`src/imu_tilt_angle_estimator_macros.svh`:
```
// Assertion macros for the tilt angle estimator.
`ifndef IMU_TILT_ANGLE_ESTIMATOR_MACROS_SVH
`define IMU_TILT_ANGLE_ESTIMATOR_MACROS_SVH
`ifndef SYNTHESIS
`define ITAE_ASSERT_IMP(label, clk, rst_n, a, c) \
  label: assert property (@(posedge clk) disable iff (!rst_n) (a) |-> (c)) \
    else $error("assertion failed");
`define ITAE_ASSERT_NXT(label, clk, rst_n, a, c) \
  label: assert property (@(posedge clk) disable iff (!rst_n) (a) |=> (c)) \
    else $error("assertion failed");
`else
`define ITAE_ASSERT_IMP(label, clk, rst_n, a, c)
`define ITAE_ASSERT_NXT(label, clk, rst_n, a, c)
`endif
`endif

```
`src/itae_pkg.sv`:
```
// Shared types, constants and the arctangent table of the tilt estimator.
package itae_pkg;
  localparam int CORDIC_STEPS = 16;
  localparam int TABLE_LEN = 24;
  localparam int NSTEPS = (CORDIC_STEPS > TABLE_LEN) ? TABLE_LEN : CORDIC_STEPS;
  localparam int STEP_W = $clog2(NSTEPS + 1);
  // datapath: 16 bit input * 256, grows by about 1.65 over the steps
  localparam int XY_W = 27;
  localparam int Z_W = 25;
  localparam int ACC_W = 40;
  localparam int ANGLE_LIMIT = 46080;
  localparam logic [ACC_W-1:0] ACC_PRESET = ACC_W'(64'd90 * 256 * 65536);

  localparam logic [1:0] REG_OFF_X = 2'd0;
  localparam logic [1:0] REG_OFF_Y = 2'd1;
  localparam logic [1:0] REG_OFF_Z = 2'd2;
  localparam logic [1:0] REG_GAIN  = 2'd3;

  typedef enum logic [1:0] {ST_IDLE, ST_RUN, ST_DONE} state_t;

  // lane control from the sequencer
  typedef struct packed {
    logic              load;
    logic              step;
    logic [STEP_W-1:0] idx;
  } lane_ctl_t;

  function automatic logic signed [Z_W-1:0] atan_step(input logic [STEP_W-1:0] i);
    case (i)
      0: atan_step = 25'sd2949120;  1: atan_step = 25'sd1740967;
      2: atan_step = 25'sd919879;   3: atan_step = 25'sd466945;
      4: atan_step = 25'sd234379;   5: atan_step = 25'sd117304;
      6: atan_step = 25'sd58666;    7: atan_step = 25'sd29335;
      8: atan_step = 25'sd14668;    9: atan_step = 25'sd7334;
      10: atan_step = 25'sd3667;    11: atan_step = 25'sd1833;
      12: atan_step = 25'sd917;     13: atan_step = 25'sd458;
      14: atan_step = 25'sd229;     15: atan_step = 25'sd115;
      16: atan_step = 25'sd57;      17: atan_step = 25'sd29;
      18: atan_step = 25'sd14;      19: atan_step = 25'sd7;
      20: atan_step = 25'sd4;       21: atan_step = 25'sd2;
      22: atan_step = 25'sd1;
      default: atan_step = '0;
    endcase
  endfunction
endpackage

```
`src/imu_tilt_angle_estimator.sv`:
```
// Top level of the IMU tilt angle estimator.
// One beat in gives one beat out: three accelerometer angles from three
// parallel CORDIC lanes and three gyro-integrated angles, all in 1/256
// degree. An item is accepted in the idle state, runs 16 CORDIC steps
// (one step per cycle in each lane) and is then held as the result;
// a new item is taken only after the result has been taken.
module imu_tilt_angle_estimator import itae_pkg::*; (
  input  logic               clk,
  input  logic               rst_n,
  input  logic               in_valid,
  output logic               in_stall,
  input  logic signed [15:0] in_accel_x,
  input  logic signed [15:0] in_accel_y,
  input  logic signed [15:0] in_accel_z,
  input  logic signed [15:0] in_gyro_x,
  input  logic signed [15:0] in_gyro_y,
  input  logic signed [15:0] in_gyro_z,
  output logic               out_valid,
  input  logic               out_stall,
  output logic signed [16:0] out_accel_pitch,
  output logic signed [16:0] out_accel_yaw,
  output logic signed [16:0] out_accel_roll,
  output logic signed [23:0] out_rate_pitch,
  output logic signed [23:0] out_rate_yaw,
  output logic signed [23:0] out_rate_roll,
  input  logic               cfg_we,
  input  logic [1:0]         cfg_index,
  input  logic [15:0]        cfg_data
);
  lane_ctl_t   ctl;
  logic        first;
  logic [15:0] off_x_r, off_y_r, off_z_r, gain_r;

  // configuration registers
  always_ff @(posedge clk) begin
    if (!rst_n) begin
      off_x_r <= '0; off_y_r <= '0; off_z_r <= '0; gain_r <= 16'd20480;
    end else if (cfg_we) begin
      case (cfg_index)
        REG_OFF_X: off_x_r <= cfg_data;
        REG_OFF_Y: off_y_r <= cfg_data;
        REG_OFF_Z: off_z_r <= cfg_data;
        REG_GAIN:  gain_r  <= cfg_data;
        default: ;
      endcase
    end
  end

  itae_seq u_seq (.clk, .rst_n, .in_valid, .in_stall, .out_valid, .out_stall,
                  .ctl, .first);

  itae_cordic_lane u_pitch (.clk, .ctl, .y_in(in_accel_z), .x_in(in_accel_y),
                            .angle(out_accel_pitch));
  itae_cordic_lane u_yaw (.clk, .ctl, .y_in(in_accel_y), .x_in(in_accel_x),
                          .angle(out_accel_yaw));
  itae_cordic_lane u_roll (.clk, .ctl, .y_in(in_accel_x), .x_in(in_accel_z),
                           .angle(out_accel_roll));

  itae_gyro_lane u_gp (.clk, .rst_n, .ctl, .first, .negate(1'b1), .rate(in_gyro_x),
                       .offset(off_x_r), .gain(gain_r), .angle(out_rate_pitch));
  itae_gyro_lane u_gy (.clk, .rst_n, .ctl, .first, .negate(1'b0), .rate(in_gyro_y),
                       .offset(off_y_r), .gain(gain_r), .angle(out_rate_yaw));
  itae_gyro_lane u_gr (.clk, .rst_n, .ctl, .first, .negate(1'b0), .rate(in_gyro_z),
                       .offset(off_z_r), .gain(gain_r), .angle(out_rate_roll));
endmodule

```
`src/itae_cordic_lane.sv`:
```
// One vectoring CORDIC lane: atan2(y, x) one step per cycle.
module itae_cordic_lane import itae_pkg::*; (
  input  logic                    clk,
  input  lane_ctl_t               ctl,
  input  logic signed [15:0]      y_in,
  input  logic signed [15:0]      x_in,
  output logic signed [16:0]      angle
);
  logic signed [XY_W-1:0] x_r, x_nxt, y_r, y_nxt;
  logic signed [Z_W-1:0]  z_r, z_nxt;
  logic                   zero_r, zero_nxt;
  logic signed [XY_W-1:0] xs, ys, x0, y0;
  logic signed [Z_W-1:0]  zr;

  // shifted terms; >>> floors
  assign xs = x_r >>> ctl.idx;
  assign ys = y_r >>> ctl.idx;

  always_comb begin
    x0 = XY_W'(x_in) <<< 8;
    y0 = XY_W'(y_in) <<< 8;
    x_nxt = x_r; y_nxt = y_r; z_nxt = z_r; zero_nxt = zero_r;
    if (ctl.load) begin
      zero_nxt = (x_in == 0) && (y_in == 0);
      x_nxt = x0; y_nxt = y0; z_nxt = '0;
      // pre-rotate into the right half plane
      if (x_in < 0) begin
        if (y_in >= 0) begin
          x_nxt = y0; y_nxt = -x0; z_nxt = 25'sd5898240;
        end else begin
          x_nxt = -y0; y_nxt = x0; z_nxt = -25'sd5898240;
        end
      end
    end else if (ctl.step) begin
      if (y_r >= 0) begin
        x_nxt = x_r + ys; y_nxt = y_r - xs; z_nxt = z_r + atan_step(ctl.idx);
      end else begin
        x_nxt = x_r - ys; y_nxt = y_r + xs; z_nxt = z_r - atan_step(ctl.idx);
      end
    end
  end

  always_ff @(posedge clk) begin
    x_r <= x_nxt; y_r <= y_nxt; z_r <= z_nxt; zero_r <= zero_nxt;
  end

  // round half up to 1/256 degree and clamp
  always_comb begin
    zr = (z_r + Z_W'(128)) >>> 8;
    if (zero_r) angle = '0;
    else if (zr > Z_W'(ANGLE_LIMIT)) angle = 17'(ANGLE_LIMIT);
    else if (zr < -Z_W'(ANGLE_LIMIT)) angle = -17'(ANGLE_LIMIT);
    else angle = 17'(zr);
  end
endmodule

```
`src/itae_gyro_lane.sv`:
```
// Gyro integration lane: add offset, scale by gain, saturating accumulate.
module itae_gyro_lane import itae_pkg::*; (
  input  logic               clk,
  input  logic               rst_n,
  input  lane_ctl_t          ctl,
  input  logic               first,
  input  logic               negate,
  input  logic signed [15:0] rate,
  input  logic signed [15:0] offset,
  input  logic [15:0]        gain,
  output logic signed [23:0] angle
);
  logic signed [16:0]      sum_r, sum_nxt;
  logic signed [33:0]      prod_r;
  logic signed [ACC_W-1:0] acc_r, acc_nxt;
  logic signed [ACC_W+1:0] wide;
  logic                    fst_r;

  assign sum_nxt = 17'(rate) + 17'(offset);

  // load captures the sum, step 0 multiplies, step 1 accumulates
  always_ff @(posedge clk) begin
    if (ctl.load) begin
      sum_r <= sum_nxt; fst_r <= first;
    end
    if (ctl.step && ctl.idx == 0) prod_r <= 34'(sum_r) * $signed({1'b0, gain});
  end

  always_comb begin
    wide = negate ? (42'(acc_r) - 42'(prod_r)) : (42'(acc_r) + 42'(prod_r));
    if (fst_r) acc_nxt = ACC_PRESET;
    else if (wide > 42'sh7F_FFFF_FFFF) acc_nxt = {1'b0, {(ACC_W-1){1'b1}}};
    else if (wide < -42'sh80_0000_0000) acc_nxt = {1'b1, {(ACC_W-1){1'b0}}};
    else acc_nxt = ACC_W'(wide);
  end

  always_ff @(posedge clk) begin
    if (!rst_n) acc_r <= '0;
    else if (ctl.step && ctl.idx == STEP_W'(1)) acc_r <= acc_nxt;
  end

  assign angle = acc_r[39:16];
endmodule

```
`src/itae_seq.sv`:
```
// Sequencer: accepts a beat, steps the lanes, holds the result beat.
module itae_seq import itae_pkg::*; (
  input  logic      clk,
  input  logic      rst_n,
  input  logic      in_valid,
  output logic      in_stall,
  output logic      out_valid,
  input  logic      out_stall,
  output lane_ctl_t ctl,
  output logic      first
);
  state_t            state_r, state_nxt;
  logic [STEP_W-1:0] cnt_r, cnt_nxt;
  logic              first_r, first_nxt;

  always_ff @(posedge clk) begin
    if (!rst_n) begin
      state_r <= ST_IDLE; cnt_r <= '0; first_r <= 1'b1;
    end else begin
      state_r <= state_nxt; cnt_r <= cnt_nxt; first_r <= first_nxt;
    end
  end

  always_comb begin
    state_nxt = state_r; cnt_nxt = cnt_r; first_nxt = first_r;
    ctl = '{load: 1'b0, step: 1'b0, idx: cnt_r};
    in_stall = 1'b1; out_valid = 1'b0;
    case (state_r)
      ST_IDLE: begin
        in_stall = 1'b0;
        if (in_valid) begin
          ctl.load = 1'b1; state_nxt = ST_RUN; cnt_nxt = '0;
        end
      end
      ST_RUN: begin
        ctl.step = 1'b1;
        cnt_nxt = cnt_r + 1'b1;
        if (cnt_r == STEP_W'(NSTEPS - 1)) begin
          state_nxt = ST_DONE; first_nxt = 1'b0;
        end
      end
      ST_DONE: begin
        out_valid = 1'b1;
        if (!out_stall) state_nxt = ST_IDLE;
      end
      default: state_nxt = ST_IDLE;
    endcase
  end

  assign first = first_r;

  `include "imu_tilt_angle_estimator_macros.svh"
  `ITAE_ASSERT_IMP(a_load_idle, clk, rst_n, ctl.load, state_r == ST_IDLE)
  `ITAE_ASSERT_NXT(a_run_after_load, clk, rst_n, ctl.load, state_r == ST_RUN && cnt_r == 0)
  `ITAE_ASSERT_IMP(a_no_valid_while_open, clk, rst_n, out_valid, in_stall)
endmodule
```
`config.mk`:
```
export PLATFORM = sky130hd
export DESIGN_NAME = imu_tilt_angle_estimator
export DESIGN_NICKNAME = d
export VERILOG_FILES = /design/src/itae_pkg.sv /design/src/imu_tilt_angle_estimator.sv /design/src/itae_cordic_lane.sv /design/src/itae_gyro_lane.sv /design/src/itae_seq.sv
export VERILOG_INCLUDE_DIRS = /design/src /design/src/src
export SDC_FILE = /design/constraint.sdc
export NUM_CORES = 2
export LEC_CHECK = 0
export ABC_AREA = 1
export ABC_CLOCK_PERIOD_IN_PS = 14480
export BUFFER_PORTS_ARGS = -buffer_cell sky130_fd_sc_hd__clkbuf_2
export CAP_MARGIN = 20
export CORE_ASPECT_RATIO = 1.25
export CORE_UTILIZATION = 30
export DETAILED_ROUTE_END_ITERATION = 8
export GPL_TIMING_DRIVEN = 0
export REMOVE_ABC_BUFFERS = 1
export SETUP_SLACK_MARGIN = 0.1
export SKIP_CTS_REPAIR_TIMING = 1
export SLEW_MARGIN = 20
export SYNTH_ARGS = -nofsm -noshare
export SYNTH_HDL_FRONTEND = slang
export SYNTH_MEMORY_MAX_BITS = 65536
export SYNTH_SLANG_ARGS = --single-unit
```
`constraint.sdc`:
```
create_clock -name clk -period 14.48 [get_ports clk]
set_input_delay 0.724 -clock clk [delete_from_list [all_inputs] [get_ports clk]]
set_output_delay 0.724 -clock clk [all_outputs]
set_load 0.02 [all_outputs]
```
* Word-level counts from Yosys, hierarchy flattened
Memory sizes are Yosys's and may differ from the RTL's. A register that Yosys moved wholly into a read port is not among the register bits.
Cells that the tools add are included.
** Storage, ports and cells
- Memory bits (writable) :: 0
- ROM bits :: 4224
- Output and inout bits :: 125
- Bits of input ports :: 119
- Memories kept :: 6
- Flip-flop bits (word level) :: 586
- Bits in latches :: 0
** Memory list
- (no name shown) :: depth 32, width 22, read ports 1, clocked after Yosys merged registers in 1, write ports 0, line itae_pkg.sv:29 : case (i)
- (no name shown) :: depth 32, width 22, read ports 1, clocked after Yosys merged registers in 1, write ports 0, line itae_pkg.sv:29
- (no name shown) :: depth 32, width 22, read ports 1, clocked after Yosys merged registers in 1, write ports 0, line itae_pkg.sv:29
- (no name shown) :: depth 32, width 22, read ports 1, clocked after Yosys merged registers in 1, write ports 0, line itae_pkg.sv:29
- (no name shown) :: depth 32, width 22, read ports 1, clocked after Yosys merged registers in 1, write ports 0, line itae_pkg.sv:29
- (no name shown) :: depth 32, width 22, read ports 1, clocked after Yosys merged registers in 1, write ports 0, line itae_pkg.sv:29
** Cells by class
- Magnitude comparators :: 21
- Bitwise operators :: 0
- Muxes and demuxes :: 104
- $mul :: 3
- Eq/ne operators :: 10
- Reduce and logical (&&, ||, !) cells :: 20
- Shift-type cells :: 6
- Add/sub/neg operators :: 31
- Div/mod/pow operators :: 0
** Operator list (number)
- $mux W25 :: 33
- $mux W27 :: 30
- $mux W40 :: 9
- $add A27 B27 Y27 :: 6
- $sshr A27 B5 Y27 :: 6
- $sub A27 B27 Y27 :: 6
- $mux W17 :: 9
- $gt A42 B40 Y1 const B :: 3
- $lt A42 B40 Y1 const B :: 3
- $mul A17 B17 Y34 :: 3
- $logic_not A32 Y1 :: 3
- $add A40 B34 Y41 :: 2
- $ge A27 B1 Y1 const B :: 3
- $neg A24 Y27 :: 3
- $add A25 B25 Y25 :: 3
- $add A25 B9 Y25 const B :: 3
- $sub A25 B25 Y25 :: 3
- $mux W5 :: 13
- $add A16 B16 Y17 :: 3
- $gt A17 B17 Y1 const B :: 3
- $lt A17 B17 Y1 const B :: 3
- $ge A16 B1 Y1 const B :: 3
- $lt A16 B1 Y1 const B :: 3
- $sub A40 B34 Y41 :: 1
- 17 further kinds :: 38

* Depth between registers and ports, before layout
- Depth after elaboration :: 8
- Gate-level depth with buffers :: 36
- Mapped depth without buffers :: 33

* By module
Synthesis repeated with hierarchy kept, for this count alone.
** Unflattened totals
- Cell total of the unflattened synthesis :: 14849
- Area total of the unflattened synthesis :: 100556.4 um^2
** By module, submodules not included
- itae_gyro_lane at u_gp :: area each 19180.9 um^2, times used 1, cells each 2553
- itae_gyro_lane at u_gr :: area each 19039.5 um^2, times used 1, cells each 2583
- itae_gyro_lane at u_gy :: area each 18935.7 um^2, times used 1, cells each 2563
- itae_cordic_lane at u_yaw :: area each 13563.0 um^2, times used 1, cells each 2245
- itae_cordic_lane at u_pitch :: area each 13509.2 um^2, times used 1, cells each 2225
- itae_cordic_lane at u_roll :: area each 13296.5 um^2, times used 1, cells each 2216
- imu_tilt_angle_estimator :: area each 2651.3 um^2, times used 1, cells each 412
- itae_seq :: area each 380.4 um^2, times used 1, cells each 52

* Worst setup path before layout
No wires, ideal clock.
- Kind :: input to register
- Start point :: input in_valid
- End point :: register with a tool-made name
- Buffers on the path :: 0
- Cell stages on the path :: 14
- Arrival :: 7427 ps
- Data required time :: 14356 ps
- Setup slack :: 6929 ps
- Cells stage by stage :: nand2_1 inv_1 nor2_1 inv_1 o21ai_0 nand2_1 inv_1 ha_1 inv_1 nor2_1 o21ai_0 o21ai_0 nand2_1 o31ai_1
** RTL lines
- start: declaration :: line imu_tilt_angle_estimator.sv:10 : input logic in_valid,

* Final worst setup path
- Start point :: register u_gy.sum_r[11]
- End point :: register u_gy.prod_r[29] (data pin)
** On the way
- Cells in the longest elaborated chain, start to end :: 1
** Ends and longest elaborated chain
- start: declaration :: line itae_gyro_lane.sv:13 : logic signed [16:0] sum_r, sum_nxt;
- start signal: assignment :: line itae_gyro_lane.sv:24 : sum_r <= sum_nxt; fst_r <= first;
- $mul A17 B17 Y34 :: line itae_gyro_lane.sv:26 : if (ctl.step && ctl.idx == 0) prod_r <= 34'(sum_r) * $signed({1'b0, gain});
- end signal: assignment :: line itae_gyro_lane.sv:26
- end: declaration :: line itae_gyro_lane.sv:14 : logic signed [33:0] prod_r;
Every way passes these cells.
A chain may end at the register's enable or synchronous reset.

==> results.txt <==
Reg2Reg Launch Point -> u_gy.sum_r[11]
Die height -> 627 µm
Ys flop type -> edfxtp_1
Post-Syn Instances -> 13,507
Worst setup path start -> u_gy.sum_r[11]
1st-iter DRT viols -> 5,878
Dpl cell area -> 98,700 µm²
# rows -> 228
Worst vdd ir -> 0.000127 V
Crit path launch type -> register
CORE AREA -> 310,000 µm²
Pint -> 9.71 mW
Flops & latches, synth -> 608
Max_cap viols -> 0
Root Buffer -> clkbuf_16
Final worst-path cycle share -> 46.1%
Final hold slack -> 0.330 ns
Setup slack, reg-to-reg -> 7.80 ns
Clock power frac -> 10.1%
Logic pwr share -> 73.2%
Cell Area, Synth -> 93,600 µm²
H-tree depth -> 3
Skew-Pair Late Insertion Delay -> 0.72 ns
Worst hold path class -> input pin to register
Worst R2R End -> u_gy.prod_r[29]
Slew Limit Fails -> 0
Pwr Density -> 211 nW/µm²
RSZ-0062 raised after global routing -> no
Library cells used by synthesis -> 72
Placed Cells -> 17,339
# DRC -> 0
Sequential group share of total power -> 16.7%
DP Wirelength -> 239 mm
Largest net degree at the start of global routing -> 110
Initial core utilization -> 30.2%
Reg2Reg Depth -> 20
Vias in the first global route -> 85,821
Most common cell after layout, fill and taps aside -> nand2_1
First-pass GRT wire length -> 473 mm
Most frequent cells in the layout -> nand2_1 (3,498), inv_1 (2,290), nand3_1 (1,009), nor2_1 (997), fa_1 (852)
Total grt overflow -> 0
PortBufs -> 243
Worst path required time -> 14.94 ns
Register area share after synthesis -> 17.2%
Leak -> 51.4 nW
Tot GR Track Use -> 19.0%
Non-filler cells, final -> 17,496
Final Hold Viols -> 0
CP endpoint kind -> register
Maximum clock rate -> 150 MHz
Placer Congestion -> 0.942
Fin crit period -> 6.68 ns
Status -> complete, no violations
Area Overhead vs Synth -> 8.41%
Crit-path max FO -> 16
HP Start -> cfg_data[3]
Ys Warns -> 0
Clock Skew -> 0.0488 ns
Worst Setup Path Type -> register to register
Hold Path Sink -> off_y_r[3]
Post-synth EDFFs -> 394
Drt pass-1 iters -> 8
CTS tree -> built
Worst Hold Path Cells -> 3
DRT Wirelength -> 302 mm
Clk buf depth -> 3
Die X -> 502 µm
Layout Nets -> 14,947
Share of cells above drive strength 1 -> 4.62%
Asr flop ratio synth -> 0%
Vias post-DR -> 87,113
Worst Tran Pin Value -> 1.18 ns
IO Pins -> 244
Die area -> 314,000 µm²
Finished Cell Area -> 101,000 µm²
Clock transition at path regs -> 0.06 ns
Initial antenna violation count -> 10
Net Sw Frac -> 54.7%
Antenna Nets Post-Route -> 0
Slew margin rel. -> 20.8%
CTS sink cnt -> 608
CP arrival -> 7.14 ns
Mapped Avg Cell Area -> 6.93 µm²
NetSw -> 11.7 mW
CTS buffer count -> 82
Tot Pwr -> 21.4 mW
Setup violators final -> 0
Routed len/inst -> 17.3 µm
Count of filler cells inserted in the layout -> 33,608
Via-per-instance ratio -> 4.98
stage by stage:
stage	TNS [ns]	util, %	setup slack (ns)
after global placement	-4853.26	31.4	-14.67
after floorplan	0	-	0.459
after detailed placement	0	31.9	7.73
after CTS	0	32.8	7.75
final	0	32.8	7.80
after global routing	0	32.8	7.36
metal layers:
| layer | share of wire (%) | wire length [µm] | GRT usage (%) |
|---|---|---|---|
| met2 | 49 | 149000 | 33.8 |
| met1 | 41 | 123000 | 22.8 |
| met5 | 0.012 | 35 | 0 |
| met3 | 5.2 | 15800 | 2.01 |
| met4 | 4.7 | 14300 | 8.33 |
area by class of cell:
class | count | area [µm²] | area share, %
clock inverters | 59 | 597 | 0.588
flip-flops and latches | 608 | 16200 | 16.0
clock buffers | 93 | 2190 | 2.16
repair buffers | 299 | 2560 | 2.52
diodes | 5 | 12.5 | 0.0123
multi-input cells | 9976 | 66000 | 65.0
well taps | 4140 | 5180 | 5.10
inverters | 2316 | 8750 | 8.62
worst max-delay path: stages, from the launching register on:
cell	delay [ns]
edfxtp_1	0.94
nand2_1	0.18
fa_1	0.54
fa_1	0.48
fa_1	0.55
inv_1	0.05
fa_1	0.51
fa_1	0.52
inv_1	0.06
fa_1	0.48
inv_1	0.06
ha_1	0.34
nand2_1	0.09
nand2_1	0.07
a31oi_1	0.15
nand2_1	0.07
a31oi_1	0.41
o21ai_0	0.28
a31oi_1	0.30
o21ai_0	0.15
xor2_1	0.17
synth_stat cells, types with 7 or more instances:
| master | count | area, µm² |
|---|---|---|
| nand2_1 | 3500 | 13100 |
| inv_1 | 2299 | 8630 |
| nand3_1 | 1013 | 5070 |
| nor2_1 | 1000 | 3750 |
| fa_1 | 852 | 17100 |
| a21oi_1 | 828 | 4140 |
| ha_1 | 693 | 8670 |
| o21ai_0 | 667 | 3340 |
| edfxtp_1 | 394 | 11800 |
| clkbuf_1 | 362 | 1360 |
| xor2_1 | 322 | 2820 |
| dfxtp_1 | 214 | 4280 |
| xnor2_1 | 162 | 1420 |
| nand4_1 | 112 | 701 |
| nor3_1 | 110 | 551 |
| buf_4 | 95 | 713 |
| buf_2 | 94 | 470 |
| a31oi_1 | 78 | 488 |
| o21bai_1 | 66 | 495 |
| a21o_1 | 59 | 443 |
| or2_2 | 56 | 350 |
| a221oi_1 | 53 | 464 |
| o21a_1 | 53 | 398 |
| o21ai_1 | 45 | 225 |
| buf_1 | 42 | 158 |
| o211ai_1 | 37 | 278 |
| o221ai_1 | 34 | 298 |
| nor4_1 | 29 | 181 |
| a21boi_0 | 22 | 165 |
| nand3b_1 | 19 | 143 |
| nand2_2 | 18 | 113 |
| a211oi_1 | 15 | 113 |
| buf_6 | 14 | 158 |
| nor2_4 | 12 | 135 |
| a22oi_1 | 10 | 75.1 |
| and2_1 | 10 | 62.6 |
| inv_2 | 10 | 37.5 |
| nor2_2 | 10 | 62.6 |
| o31ai_1 | 10 | 75.1 |
| o22ai_1 | 9 | 56.3 |
| and3_1 | 8 | 50.1 |
| a32oi_1 | 7 | 61.3 |
logic make-up (layout without fill, tap and decap cells):
logic type / after synthesis / in the layout / share of synthesized area (%)
compound gates: 2034 / 2034 / 12.3
xor+xnor: 485 / 485 / 4.55
fa+ha+maj: 1545 / 1545 / 27.5
buf+inv: 2923 / 2767 / 12.3
flops: 608 / 608 / 17.2
mux: 1 / 1 / 0.0120
other cells: 0 / 5 / 0
simple gates: 5911 / 5911 / 26.1
power by group through the flow:
stage,logic [mW],clock network (mW),registers (mW)
5_1_grt,17.8,2.26,3.62
6_report,15.7,2.16,3.58
3_5_place_dp,15.6,0,3.59
2_1_floorplan,11.7,0,3.29
3_3_place_gp,15.2,0,3.74
4_1_cts,15.6,2.22,3.56
flip-flops by register name, summed over array words and instances (netlist names), 25 cells and up, named ones only:
name and flops:
u_yaw.z_r 25, u_gp.prod_r 34, u_gy.prod_r 34, u_roll.x_r 27, u_pitch.y_r 27, u_pitch.z_r 25
u_yaw.y_r 27, u_roll.y_r 27, u_roll.z_r 25, u_gr.acc_r 40, u_gy.acc_r 40, u_yaw.x_r 27
u_pitch.x_r 27, u_gp.acc_r 40, u_gr.prod_r 34
how the worst max path moves through the flow:
stage,endpoint,slack [ns]
global route,u_gp.prod_r[25],7.36
detailed placement,u_gr.prod_r[33],7.73
CTS,u_gr.prod_r[33],7.75
floorplan,register,0.46
finish,u_gy.prod_r[29],7.80
global placement,register,-14.67
No activity file was read; power rests on OpenSTA's default activity.
